<file path="src/rtl/ktor_pkg.sv">
// Shared types and constants for the keyed table with oldest-entry replacement.
// Used by ktor_store, ktor_ctrl and keyed_table_oldest_replacement; no dependencies.
package ktor_pkg;

    // Table geometry.
    localparam int DEPTH  = 64;
    localparam int ADDR_W = $clog2(DEPTH);
    localparam int CNT_W  = $clog2(DEPTH + 1);

    // Fixed field widths of the stream items.
    localparam int WORD_W    = 32;
    localparam int CMD_W     = 3;
    localparam int SLOT_W    = 6;
    localparam int OUT_CNT_W = 7;
    localparam int CMP_W     = (CNT_W > SLOT_W) ? CNT_W : SLOT_W;

    // Packed stream widths, padded to whole bytes.
    localparam int S_TDATA_RAW = WORD_W + SLOT_W + 3 * WORD_W;
    localparam int S_TDATA_W   = ((S_TDATA_RAW + 7) / 8) * 8;
    localparam int M_TDATA_RAW = SLOT_W + 4 * WORD_W + OUT_CNT_W;
    localparam int M_TDATA_W   = ((M_TDATA_RAW + 7) / 8) * 8;
    localparam int M_TUSER_W   = 2;

    // Command codes.
    localparam logic [CMD_W-1:0] CMD_PUT       = 3'd0;
    localparam logic [CMD_W-1:0] CMD_READ      = 3'd1;
    localparam logic [CMD_W-1:0] CMD_SET_NODE  = 3'd2;
    localparam logic [CMD_W-1:0] CMD_SET_DET   = 3'd3;
    localparam logic [CMD_W-1:0] CMD_READ_SLOT = 3'd4;

    // One table entry.
    typedef struct packed {
        logic [WORD_W-1:0] key;
        logic [WORD_W-1:0] node;
        logic [WORD_W-1:0] stamp;
        logic [WORD_W-1:0] det;
    } entry_t;

    // One input command.
    typedef struct packed {
        logic [CMD_W-1:0]  command;
        logic [WORD_W-1:0] key;
        logic [SLOT_W-1:0] slot_index;
        logic [WORD_W-1:0] node_record;
        logic [WORD_W-1:0] send_time;
        logic [WORD_W-1:0] detector_record;
    } item_t;

    // Read request and registered read response of the entry store.
    typedef struct packed {
        logic              valid;
        logic [ADDR_W-1:0] addr;
    } rd_req_t;

    typedef struct packed {
        logic              valid;
        logic [ADDR_W-1:0] idx;
        entry_t            entry;
    } rd_rsp_t;

    // Write request with one enable for each word of the entry.
    typedef struct packed {
        logic              en_key;
        logic              en_node;
        logic              en_stamp;
        logic              en_det;
        logic [ADDR_W-1:0] addr;
        entry_t            data;
    } wr_req_t;

    // Finished result handed to the output register.
    typedef struct packed {
        logic                 valid;
        logic                 found;
        logic                 evicted;
        logic [SLOT_W-1:0]    slot;
        entry_t               entry;
        logic [OUT_CNT_W-1:0] entry_count;
    } result_t;

endpackage

</file>
<file path="src/rtl/ktor_ctrl.sv">
// Sequencer and shared compare unit: scans for a key match and the oldest timestamp
// or fetches a slot, writes a put or update, forms the result. Depends on ktor_pkg.
module ktor_ctrl (
    input  logic              aclk,
    input  logic              aresetn,
    input  logic              in_valid,
    output logic              in_ready,
    input  ktor_pkg::item_t   in_item,
    input  logic              out_free,
    output ktor_pkg::result_t result,
    output ktor_pkg::rd_req_t rd_req,
    output ktor_pkg::wr_req_t wr_req,
    input  ktor_pkg::rd_rsp_t rd_rsp
);

    typedef enum logic [4:0] {
        ST_IDLE    = 5'b00001,
        ST_SCAN    = 5'b00010,
        ST_FETCH   = 5'b00100,
        ST_FWAIT   = 5'b01000,
        ST_RESOLVE = 5'b10000
    } state_t;

    state_t state_reg, state_next;

    logic [ktor_pkg::CNT_W-1:0]  fill_count_reg, fill_count_next;
    logic [ktor_pkg::CNT_W-1:0]  issue_idx_reg;
    logic                        hit_reg;
    logic [ktor_pkg::ADDR_W-1:0] hit_slot_reg;
    ktor_pkg::entry_t            hit_entry_reg;
    logic [ktor_pkg::WORD_W-1:0] min_time_reg;
    logic [ktor_pkg::ADDR_W-1:0] min_slot_reg;

    logic [ktor_pkg::CMD_W-1:0]  cmd_reg;
    logic [ktor_pkg::WORD_W-1:0] key_reg;
    logic [ktor_pkg::SLOT_W-1:0] si_reg;
    logic [ktor_pkg::WORD_W-1:0] nr_reg;
    logic [ktor_pkg::WORD_W-1:0] st_reg;
    logic [ktor_pkg::WORD_W-1:0] dr_reg;

    logic in_accept;
    logic rsp_scan;
    logic scan_match;
    logic scan_last;
    logic scan_older;
    logic has_room;
    logic in_slot_ok;
    logic commit;

    logic [ktor_pkg::ADDR_W-1:0] res_slot;
    logic                        res_found;
    logic                        res_evicted;
    logic [ktor_pkg::SLOT_W-1:0] res_slot_out;
    ktor_pkg::entry_t            res_entry;

    assign in_ready  = (state_reg == ST_IDLE);
    assign in_accept = in_valid && in_ready;
    assign commit    = (state_reg == ST_RESOLVE) && out_free;

    assign has_room   = (fill_count_reg < ktor_pkg::CNT_W'(ktor_pkg::DEPTH));
    assign in_slot_ok = (ktor_pkg::CMP_W'(in_item.slot_index)
                         < ktor_pkg::CMP_W'(fill_count_reg));

    // Shared compare unit: key equality and timestamp order on each read response.
    assign rsp_scan   = rd_rsp.valid && (state_reg == ST_SCAN);
    assign scan_match = rsp_scan && (rd_rsp.entry.key == key_reg);
    assign scan_last  = rsp_scan && ((ktor_pkg::CNT_W'(rd_rsp.idx) + ktor_pkg::CNT_W'(1))
                                     == fill_count_reg);
    assign scan_older = (rd_rsp.idx == '0) || (rd_rsp.entry.stamp < min_time_reg);

    // Store reads: one per cycle while scanning, or the single slot of a slot read.
    always_comb begin
        rd_req.valid = 1'b0;
        rd_req.addr  = issue_idx_reg[ktor_pkg::ADDR_W-1:0];
        if (state_reg == ST_SCAN) begin
            rd_req.valid = (issue_idx_reg < fill_count_reg);
        end else if (state_reg == ST_FETCH) begin
            rd_req.valid = 1'b1;
            rd_req.addr  = ktor_pkg::ADDR_W'(si_reg);
        end
    end

    // Next state.
    always_comb begin
        state_next = state_reg;
        case (state_reg)
            ST_IDLE: begin
                if (in_accept) begin
                    case (in_item.command)
                        ktor_pkg::CMD_PUT, ktor_pkg::CMD_READ,
                        ktor_pkg::CMD_SET_NODE, ktor_pkg::CMD_SET_DET: begin
                            state_next = (fill_count_reg == '0) ? ST_RESOLVE : ST_SCAN;
                        end
                        ktor_pkg::CMD_READ_SLOT: begin
                            state_next = in_slot_ok ? ST_FETCH : ST_RESOLVE;
                        end
                        default: begin
                            state_next = ST_RESOLVE;
                        end
                    endcase
                end
            end
            ST_SCAN: begin
                if (scan_match || scan_last) begin
                    state_next = ST_RESOLVE;
                end
            end
            ST_FETCH: begin
                state_next = ST_FWAIT;
            end
            ST_FWAIT: begin
                state_next = ST_RESOLVE;
            end
            ST_RESOLVE: begin
                if (out_free) begin
                    state_next = ST_IDLE;
                end
            end
            default: begin
                state_next = ST_IDLE;
            end
        endcase
    end

    // Resolve the command into a slot, a store write and the result fields.
    always_comb begin
        res_slot        = hit_slot_reg;
        res_found       = 1'b0;
        res_evicted     = 1'b0;
        res_slot_out    = '0;
        res_entry       = '0;
        fill_count_next = fill_count_reg;
        wr_req          = '0;
        case (cmd_reg)
            ktor_pkg::CMD_PUT: begin
                if (hit_reg) begin
                    res_found = 1'b1;
                end else if (has_room) begin
                    res_slot = fill_count_reg[ktor_pkg::ADDR_W-1:0];
                    if (commit) begin
                        fill_count_next = fill_count_reg + ktor_pkg::CNT_W'(1);
                    end
                end else begin
                    res_slot    = min_slot_reg;
                    res_evicted = 1'b1;
                end
                res_slot_out    = ktor_pkg::SLOT_W'(res_slot);
                res_entry.key   = key_reg;
                res_entry.node  = nr_reg;
                res_entry.stamp = st_reg;
                res_entry.det   = dr_reg;
                wr_req.en_key   = commit;
                wr_req.en_node  = commit;
                wr_req.en_stamp = commit;
                wr_req.en_det   = commit;
            end
            ktor_pkg::CMD_READ, ktor_pkg::CMD_SET_NODE, ktor_pkg::CMD_SET_DET: begin
                if (hit_reg) begin
                    res_found    = 1'b1;
                    res_slot_out = ktor_pkg::SLOT_W'(hit_slot_reg);
                    res_entry    = hit_entry_reg;
                    if (cmd_reg == ktor_pkg::CMD_SET_NODE) begin
                        res_entry.node = nr_reg;
                        wr_req.en_node = commit;
                    end else if (cmd_reg == ktor_pkg::CMD_SET_DET) begin
                        res_entry.det = dr_reg;
                        wr_req.en_det = commit;
                    end
                end
            end
            ktor_pkg::CMD_READ_SLOT: begin
                res_found    = hit_reg;
                res_slot_out = si_reg;
                if (hit_reg) begin
                    res_entry = hit_entry_reg;
                end
            end
            default: begin
                res_found = 1'b0;
            end
        endcase
        wr_req.addr = res_slot;
        wr_req.data = res_entry;
    end

    assign result.valid       = commit;
    assign result.found       = res_found;
    assign result.evicted     = res_evicted;
    assign result.slot        = res_slot_out;
    assign result.entry       = res_entry;
    assign result.entry_count = ktor_pkg::OUT_CNT_W'(fill_count_next);

    // Control registers.
    always_ff @(posedge aclk) begin
        if (!aresetn) begin
            state_reg      <= ST_IDLE;
            fill_count_reg <= '0;
            hit_reg        <= 1'b0;
        end else begin
            state_reg      <= state_next;
            fill_count_reg <= fill_count_next;
            if (in_accept) begin
                hit_reg <= 1'b0;
            end else if (scan_match || (state_reg == ST_FWAIT)) begin
                hit_reg <= 1'b1;
            end
        end
    end

    // Command latch, scan counter, match capture and running minimum.
    always_ff @(posedge aclk) begin
        if (in_accept) begin
            cmd_reg       <= in_item.command;
            key_reg       <= in_item.key;
            si_reg        <= in_item.slot_index;
            nr_reg        <= in_item.node_record;
            st_reg        <= in_item.send_time;
            dr_reg        <= in_item.detector_record;
            issue_idx_reg <= '0;
        end else if (rd_req.valid && (state_reg == ST_SCAN)) begin
            issue_idx_reg <= issue_idx_reg + ktor_pkg::CNT_W'(1);
        end
        if (scan_match || (state_reg == ST_FWAIT)) begin
            hit_slot_reg  <= rd_rsp.idx;
            hit_entry_reg <= rd_rsp.entry;
        end
        if (rsp_scan && scan_older) begin
            min_time_reg <= rd_rsp.entry.stamp;
            min_slot_reg <= rd_rsp.idx;
        end
    end

    // The fill count never passes the table depth.
    assert property (@(posedge aclk) disable iff (!aresetn)
        fill_count_reg <= ktor_pkg::CNT_W'(ktor_pkg::DEPTH))
        else $error("fill count above table depth");

    // The fill count only ever grows by one.
    assert property (@(posedge aclk) disable iff (!aresetn)
        (fill_count_reg != $past(fill_count_reg))
        |-> (fill_count_reg == $past(fill_count_reg) + ktor_pkg::CNT_W'(1)))
        else $error("fill count changed by other than one");

    // A scan never sees a response from beyond the filled region.
    assert property (@(posedge aclk) disable iff (!aresetn)
        rsp_scan |-> (ktor_pkg::CNT_W'(rd_rsp.idx) < fill_count_reg))
        else $error("scan read an unfilled slot");

    // Eviction only happens on a full table and never together with a hit.
    assert property (@(posedge aclk) disable iff (!aresetn)
        (result.valid && result.evicted)
        |-> (!result.found && (fill_count_reg == ktor_pkg::CNT_W'(ktor_pkg::DEPTH))))
        else $error("eviction without a full table");

    // A put that was not a hit always finds a slot on a table with room.
    assert property (@(posedge aclk) disable iff (!aresetn)
        (commit && (cmd_reg == ktor_pkg::CMD_PUT) && !hit_reg && has_room)
        |=> (fill_count_reg == $past(fill_count_reg) + ktor_pkg::CNT_W'(1)))
        else $error("append did not grow the table");

endmodule

</file>
<file path="config.mk">
export PLATFORM = sky130hd
export DESIGN_NAME = ktor_ctrl
export DESIGN_NICKNAME = d
export VERILOG_FILES = /design/src/rtl/ktor_pkg.sv /design/src/rtl/ktor_ctrl.sv
export SDC_FILE = /design/constraint.sdc
export NUM_CORES = 1
export LEC_CHECK = 0
export BUFFER_PORTS_ARGS = -buffer_cell sky130_fd_sc_hd__buf_2
export CAP_MARGIN = 20
export CELL_PAD_IN_SITES_DETAIL_PLACEMENT = 1
export CELL_PAD_IN_SITES_GLOBAL_PLACEMENT = 1
export CORE_AREA = 2 2 218 220
export DETAILED_ROUTE_END_ITERATION = 6
export DIE_AREA = 0 0 220 222
export GPL_ROUTABILITY_DRIVEN = 0
export PLACE_DENSITY = 0.71
export RECOVER_POWER = 25
export SLEW_MARGIN = 20
export SYNTH_ARGS = -nofsm -noshare
export SYNTH_HDL_FRONTEND = slang
export SYNTH_SLANG_ARGS = --single-unit
</file>
<file path="constraint.sdc">
create_clock -name aclk -period 20.5 [get_ports aclk]
set_input_delay 4.1 -clock aclk [delete_from_list [all_inputs] [get_ports aclk]]
set_output_delay 4.1 -clock aclk [all_outputs]
set_load 0.03 [all_outputs]
</file>
==> results.md, run 1 <==
- Post-CTS Setup Bufs: 0
- Max cap viols: 0
- CP Capture Type: output port
- Outcome: finished clean
- Layout Skew: 0.0203 ns
- Synth Warn #: 0
- Hold Fails Final Rpt: 0
- Tcrit/Tclk final: about 47%
- Ratio of cells with drive above 1 in the final layout: roughly 38%
- Routed Antenna Nets: 0
- HP Class: register to register
- Core area: ~0.046 sq mm
- Dpl hpwl: 38300 um
- Min Tclk post-route: between 9 and 10 ns
- Root Driver: clkbuf_16
- Die Y: 222 um
- Global route total overflow: 0
- Largest area contributor in the netlist: edfxtp_1
- RSZ-0062 raised after global routing: no
- Die W: 220 um
- Leakage: around 8.1 nW
- Clk_lat worst skew: about 0.54 ns
- Initial Utilization: approximately a third
- Grt peak-use layer: met2
- Top_reg_cell synth: edfxtp_1
- Clock Sinks: around 330
- CTS Hold Bufs: 0
- Count of final setup violators: 0
- Met1 Usage GRT: between 20% and 30%
- Synth async-reset ratio: 0%
- Peak supply drop: between 0.06 and 0.07 mV
- EDFF count, synth: 309
- Nets@finish: 1911
- Resize count post-CTS: 0
- Crit Path Max Fanout: 7
- Most frequent cells in the layout: buf_2 (521), edfxtp_1 (309), nand2_1 (160)
- Syn Inst Count: 1149
- I/O Buffers: about 570
- Sequential-to-total area share from yosys stat: between 60% and 70%
- Met2 Usage GRT: roughly 36%
- DR iter-0 viols: about 640
- H-tree depth: 2
- Final core occ: around two fifths
- Vias: roughly 11k
- Total track usage: 20.0%
- Commonest non-fill, non-tap cell in the layout: buf_2
- Post-Layout Cell Count: approximately 2.2k
- Average size of a mapped cell: around 13 sq um
- Max-slew violation count: 0
- Number of global-route vias before repair: 11.5k
- FF-to-FF setup slack: approximately 17 ns
- Synth top area share: between 60 and 70%
- Max reg flops: about 130
- Die footprint: around 0.049 sq mm
- Synth top area cells: edfxtp_1 (62%), buf_4 (6.6%), nand2_1 (4.0%), ha_1 (3.9%), a22o_1 (3.7%)
- WL final: around 51000 um
- CTS tree: done
- Vias per inst: between 4 and 5
- Mapped cell area: approximately 0.015 sq mm
- Final TNS setup: 0 ns
- Pwr per Cell Area: around 90 mW/mm^2
- WP data required: around 16 ns
- Placed Instances: about 2.2k
- Largest net degree at the start of global routing: 74
- Slew at the pin with the worst max-slew slack: about 1.0 ns
- WS Path Type: primary input to output port
- FF+latch count, synth: between 300 and 400
- Synthesis-to-layout area growth: 24.6%
- CP Launch Type: primary input
- Fmax: about 0.10 GHz
- Critical Path AT: approximately 5.5 ns
- CTS clock-pin slew for the worst setup and hold paths: 0.06 ns
- First-pass GRT wire length: around 72000 um
- Antenna violations before repair: 5
- Met3 Use GR: roughly 4.3%
- Syn_nets: 1472
- DRC: 0
- Slew headroom: roughly 30%
- Total CTS buffers: 39
- Number of I/O pins: about 570
- Iteration count of the initial detailed-routing pass: 4
- Rows: between 70 and 80
- WL per Instance: ~23 um
- CTS Buffer Depth: 3
- Post-synth cell types: 54
==> critical path: stages <==
cell and delay, ns:
buf_2 0.10, nand4b_1 0.24, nor3b_4 0.43, nand4_1 0.18, xnor2_1 0.24, buf_2 0.24
==> layout make-up <==
class                   instances  area (sq um)
inverters                      49           189
fillers                      5095         27700
repair buffers                575          2850
flip-flops and latches        329          9680
multi-input cells             594          3980
diodes                          3          7.51
clock buffers                  54          1080
well taps                     607           759
clock inverters                13          61.3
==> cells by family (layout without fill, tap and decap cells) <==
group,after synthesis,after routing,synth area share [%]
adders and majority gates,47,47,3.94
and+or+nand+nor,324,324,10.3
muxes,20,20,1.44
AOI/OAI and AO/OA,156,156,7.66
buffers and inverters,226,691,9.10
DFF,329,329,64.8
other,0,3,0
xor gates and xnor gates,47,47,2.76
==> synthesized netlist by cell type (2+ instances only) <==
library cell,number
nand4_1,14
o21ai_0,20
ha_1,47
o21a_1,3
a31oi_1,4
nand3b_1,3
a21o_1,12
a21oi_1,29
a22o_1,63
inv_1,49
mux2i_1,8
o31ai_1,2
buf_4,132
a221oi_1,5
nand2_1,161
xnor2_1,34
nand3_1,79
clkbuf_1,30
mux2_2,12
nand2b_1,8
edfxtp_1,309
nor2_1,17
nor3_1,7
and3_1,4
nand4b_1,2
xor2_1,13
buf_1,3
and4_1,3
and2_1,12
dfxtp_1,20
buf_2,11
a211oi_1,7
nor4_1,5
==> report_power, final <==
part / leakage [nW] / internal (mW) / switching (mW)
clock: 0.556 / 0.368 / 0.267
combinational: 4.54 / 0.0659 / 0.164
sequential: 3.00 / 0.780 / 0.0167
total: 8.10 / 1.21 / 0.448
==> path summary, 6_finish.rpt <==
path	cells past startpoint	start	to
worst max-delay path	6	out_free	result[4]
worst min-delay path	2	issue_idx_reg[6]	issue_idx_reg[6]
worst max register to register	6	state_reg[3]	hit_entry_reg[1]
worst min register to register	2	issue_idx_reg[6]	issue_idx_reg[6]
==> layer usage <==
layer	share of wire, %	vias to the layer above
met4	3.5	4
met1	38	5318
met3	6.6	80
li1	-	4945
met2	52	435
met5	0.059	-
==> per-stage QoR <==
stage	setup WS (ns)	area (sq um)	total power, mW	hold slack, ns
after floorplan	10.95	14900	0.962	0.446
final	10.87	18600	1.66	0.480
after detailed placement	10.92	17500	1.04	0.471
after CTS	10.91	18700	1.69	0.483
after global routing	10.80	18600	1.72	0.507
after global placement	10.99	17500	1.04	0.464
(Power assumes the default switching activity.)
==> run 2: changes to the inputs <==
CORE_AREA = 2 2 223 225   (was 2 2 218 220)
DIE_AREA = 0 0 225 227   (was 0 0 220 222)
clock period = 7.75 ns   (was 20.5 ns; I/O delays follow)
==> results.md, run 2 (same netlist as run 1, synthesis figures left out) <==
- Outcome: finished clean
- Pwr per Cell Area: 244 mW/mm^2 (+170%)
- Antenna violations before repair: 11 (+6)
- WL final: 48700 um (-3.6%)
- WS Path Type: register to output port
- Commonest non-fill, non-tap cell in the layout: buf_2
- Total CTS buffers: 39 (unchanged)
- Critical Path AT: 3.45 ns (-2.08 ns)
- Largest net degree at the start of global routing: 76 (+2.7%)
- Min Tclk post-route: 5.00 ns
- Initial Utilization: 30.8% (-1.5 points)
- Register area: 0.00968 sq mm (unchanged)
- Slew headroom: 31.4% (+1.0 points)
- Vias: 10.7k (-0.65%)
- CTS clock-pin slew for the worst setup and hold paths: 0.06 ns (about the same)
- Peak supply drop: 0.189 mV (+200%)
- Nets@finish: 1911 (unchanged)
- Number of I/O pins: 566 (unchanged)
- Fmax: around 0.20 GHz
- Post-CTS Setup Bufs: 0 (unchanged)
- Die Y: 227 um (+2.3%)
- Resize count post-CTS: 0 (unchanged)
- Die footprint: 0.0511 sq mm (+4.6%)
- Core area: 0.0485 sq mm (+4.9%)
- Total track usage: 18.2% (-1.8 points)
- CP Launch Type: register
- H-tree depth: 2 (unchanged)
- Clk_lat worst skew: 0.54 ns (about the same)
- Number of global-route vias before repair: 11.3k (-1.7%)
- Count of final setup violators: 0 (unchanged)
- DR iter-0 viols: 572 (-9.9%)
- Worst R2R Start: state_reg[3]
- Ratio of cells with drive above 1 in the final layout: 38.0% (+0.30 points)
- Leakage: 8.17 nW (+0.87%)
- WL per Instance: 21.7 um (-4.3%)
- Crit path from: cmd_reg[0]
- CTS Hold Bufs: 0 (unchanged)
- Dpl hpwl: 36200 um (-5.4%)
- Die W: 225 um (+2.3%)
- FILL cells: 5365 (+5.3%)
- Root Driver: clkbuf_16
- First-pass GRT wire length: 69100 um (-4.3%)
- WP data required: 6.20 ns (-10.20 ns)
- Max-slew violation count: 0 (unchanged)
- DRC: 0 (unchanged)
- Iteration count of the initial detailed-routing pass: 4 (unchanged)
- Clock Sinks: 329 (unchanged)
- Hold Fails Final Rpt: 0 (unchanged)
- Tot Pwr: 4.57 mW (+180%)
- Slew at the pin with the worst max-slew slack: 1.03 ns (-0.0173 ns)
- Final TNS setup: 0 ns (unchanged)
- Crit Path Max Fanout: 38 (+31)
- Tcrit/Tclk final: approximately 64%
- CP Capture Type: output port
- CTS tree: done
- Rows: 81 (+2.5%)
- RSZ-0062 raised after global routing: no
- Max cap viols: 0 (unchanged)
- Min-delay src: issue_idx_reg[6]
- Global route total overflow: 0 (unchanged)
- Vias per inst: 4.78 (-1.4%)
- CTS Buffer Depth: 3 (unchanged)
- Max reg flops: 128 (unchanged)
- HP Class: register to register
- I/O Buffers: 565 (unchanged)
- Area of the multi-input gates: 0.00397 sq mm (-0.19%)
- Most frequent cells in the layout: buf_2 (520), edfxtp_1 (309), nand2_1 (160)
- Synthesis-to-layout area growth: 25.6%
- Routed Antenna Nets: 0 (unchanged)
- Layout Skew: 0.0264 ns (+0.00605 ns)
[run 2: worst paths after layout]
check	endpoint	slack [ns]	cells past startpoint
worst min-delay path	issue_idx_reg[6]	0.48	2
worst max register to register	hit_entry_reg[21]	4.09	6
worst min register to register	issue_idx_reg[6]	0.48	2
worst max-delay path	wr_req[48]	2.75	6
[run 2: metal layers]
metal  vias to the layer above  track usage (%)  part of all wire (%)
met4                        16             6.13                   2.8
li1                       4947                -                     -
met5                         -                0                  0.21
met3                        96             4.81                   7.3
met2                       432             32.5                    51
met1                      5221             21.1                    39
[run 2: layout make-up]
cell class | instances | area share (%)
Antenna cell | 2 | 0.0267
Multi-Input combinational cell | 594 | 21.2
Clock buffer | 54 | 5.73
Tap cell | 622 | 4.15
Timing Repair Buffer | 575 | 15.2
Clock inverter | 16 | 1.07
Sequential cell | 329 | 51.6
Inverter | 49 | 1.01
[run 2: report_power, final]
part	leakage [nW]	switching, mW	internal (mW)
clock network	0.627	0.726	1.13
logic	4.54	0.430	0.175
registers	3.00	0.0448	2.06
total	8.17	1.20	3.37
[run 2: critical path, stage by stage, from the launching register on]
cell and delay [ns]:
edfxtp_1 0.60, or2_2 0.49, nor2_4 0.74, buf_4 0.55, nand2_1 0.10, nand2_1 0.16
buf_2 0.23
[run 2: metrics by stage]
step	utilization [%]	instances	worst slack (ns)	hold slack, ns	cell area, sq um
floorplan	-	1149	0.749	0.446	14900
global placement	36.1	2169	2.96	0.459	17500
detailed placement	36.1	2169	2.88	0.476	17500
CTS	38.7	2239	2.67	0.487	18800
global route	38.6	2240	2.47	0.514	18800
finish	38.6	2241	2.75	0.484	18800
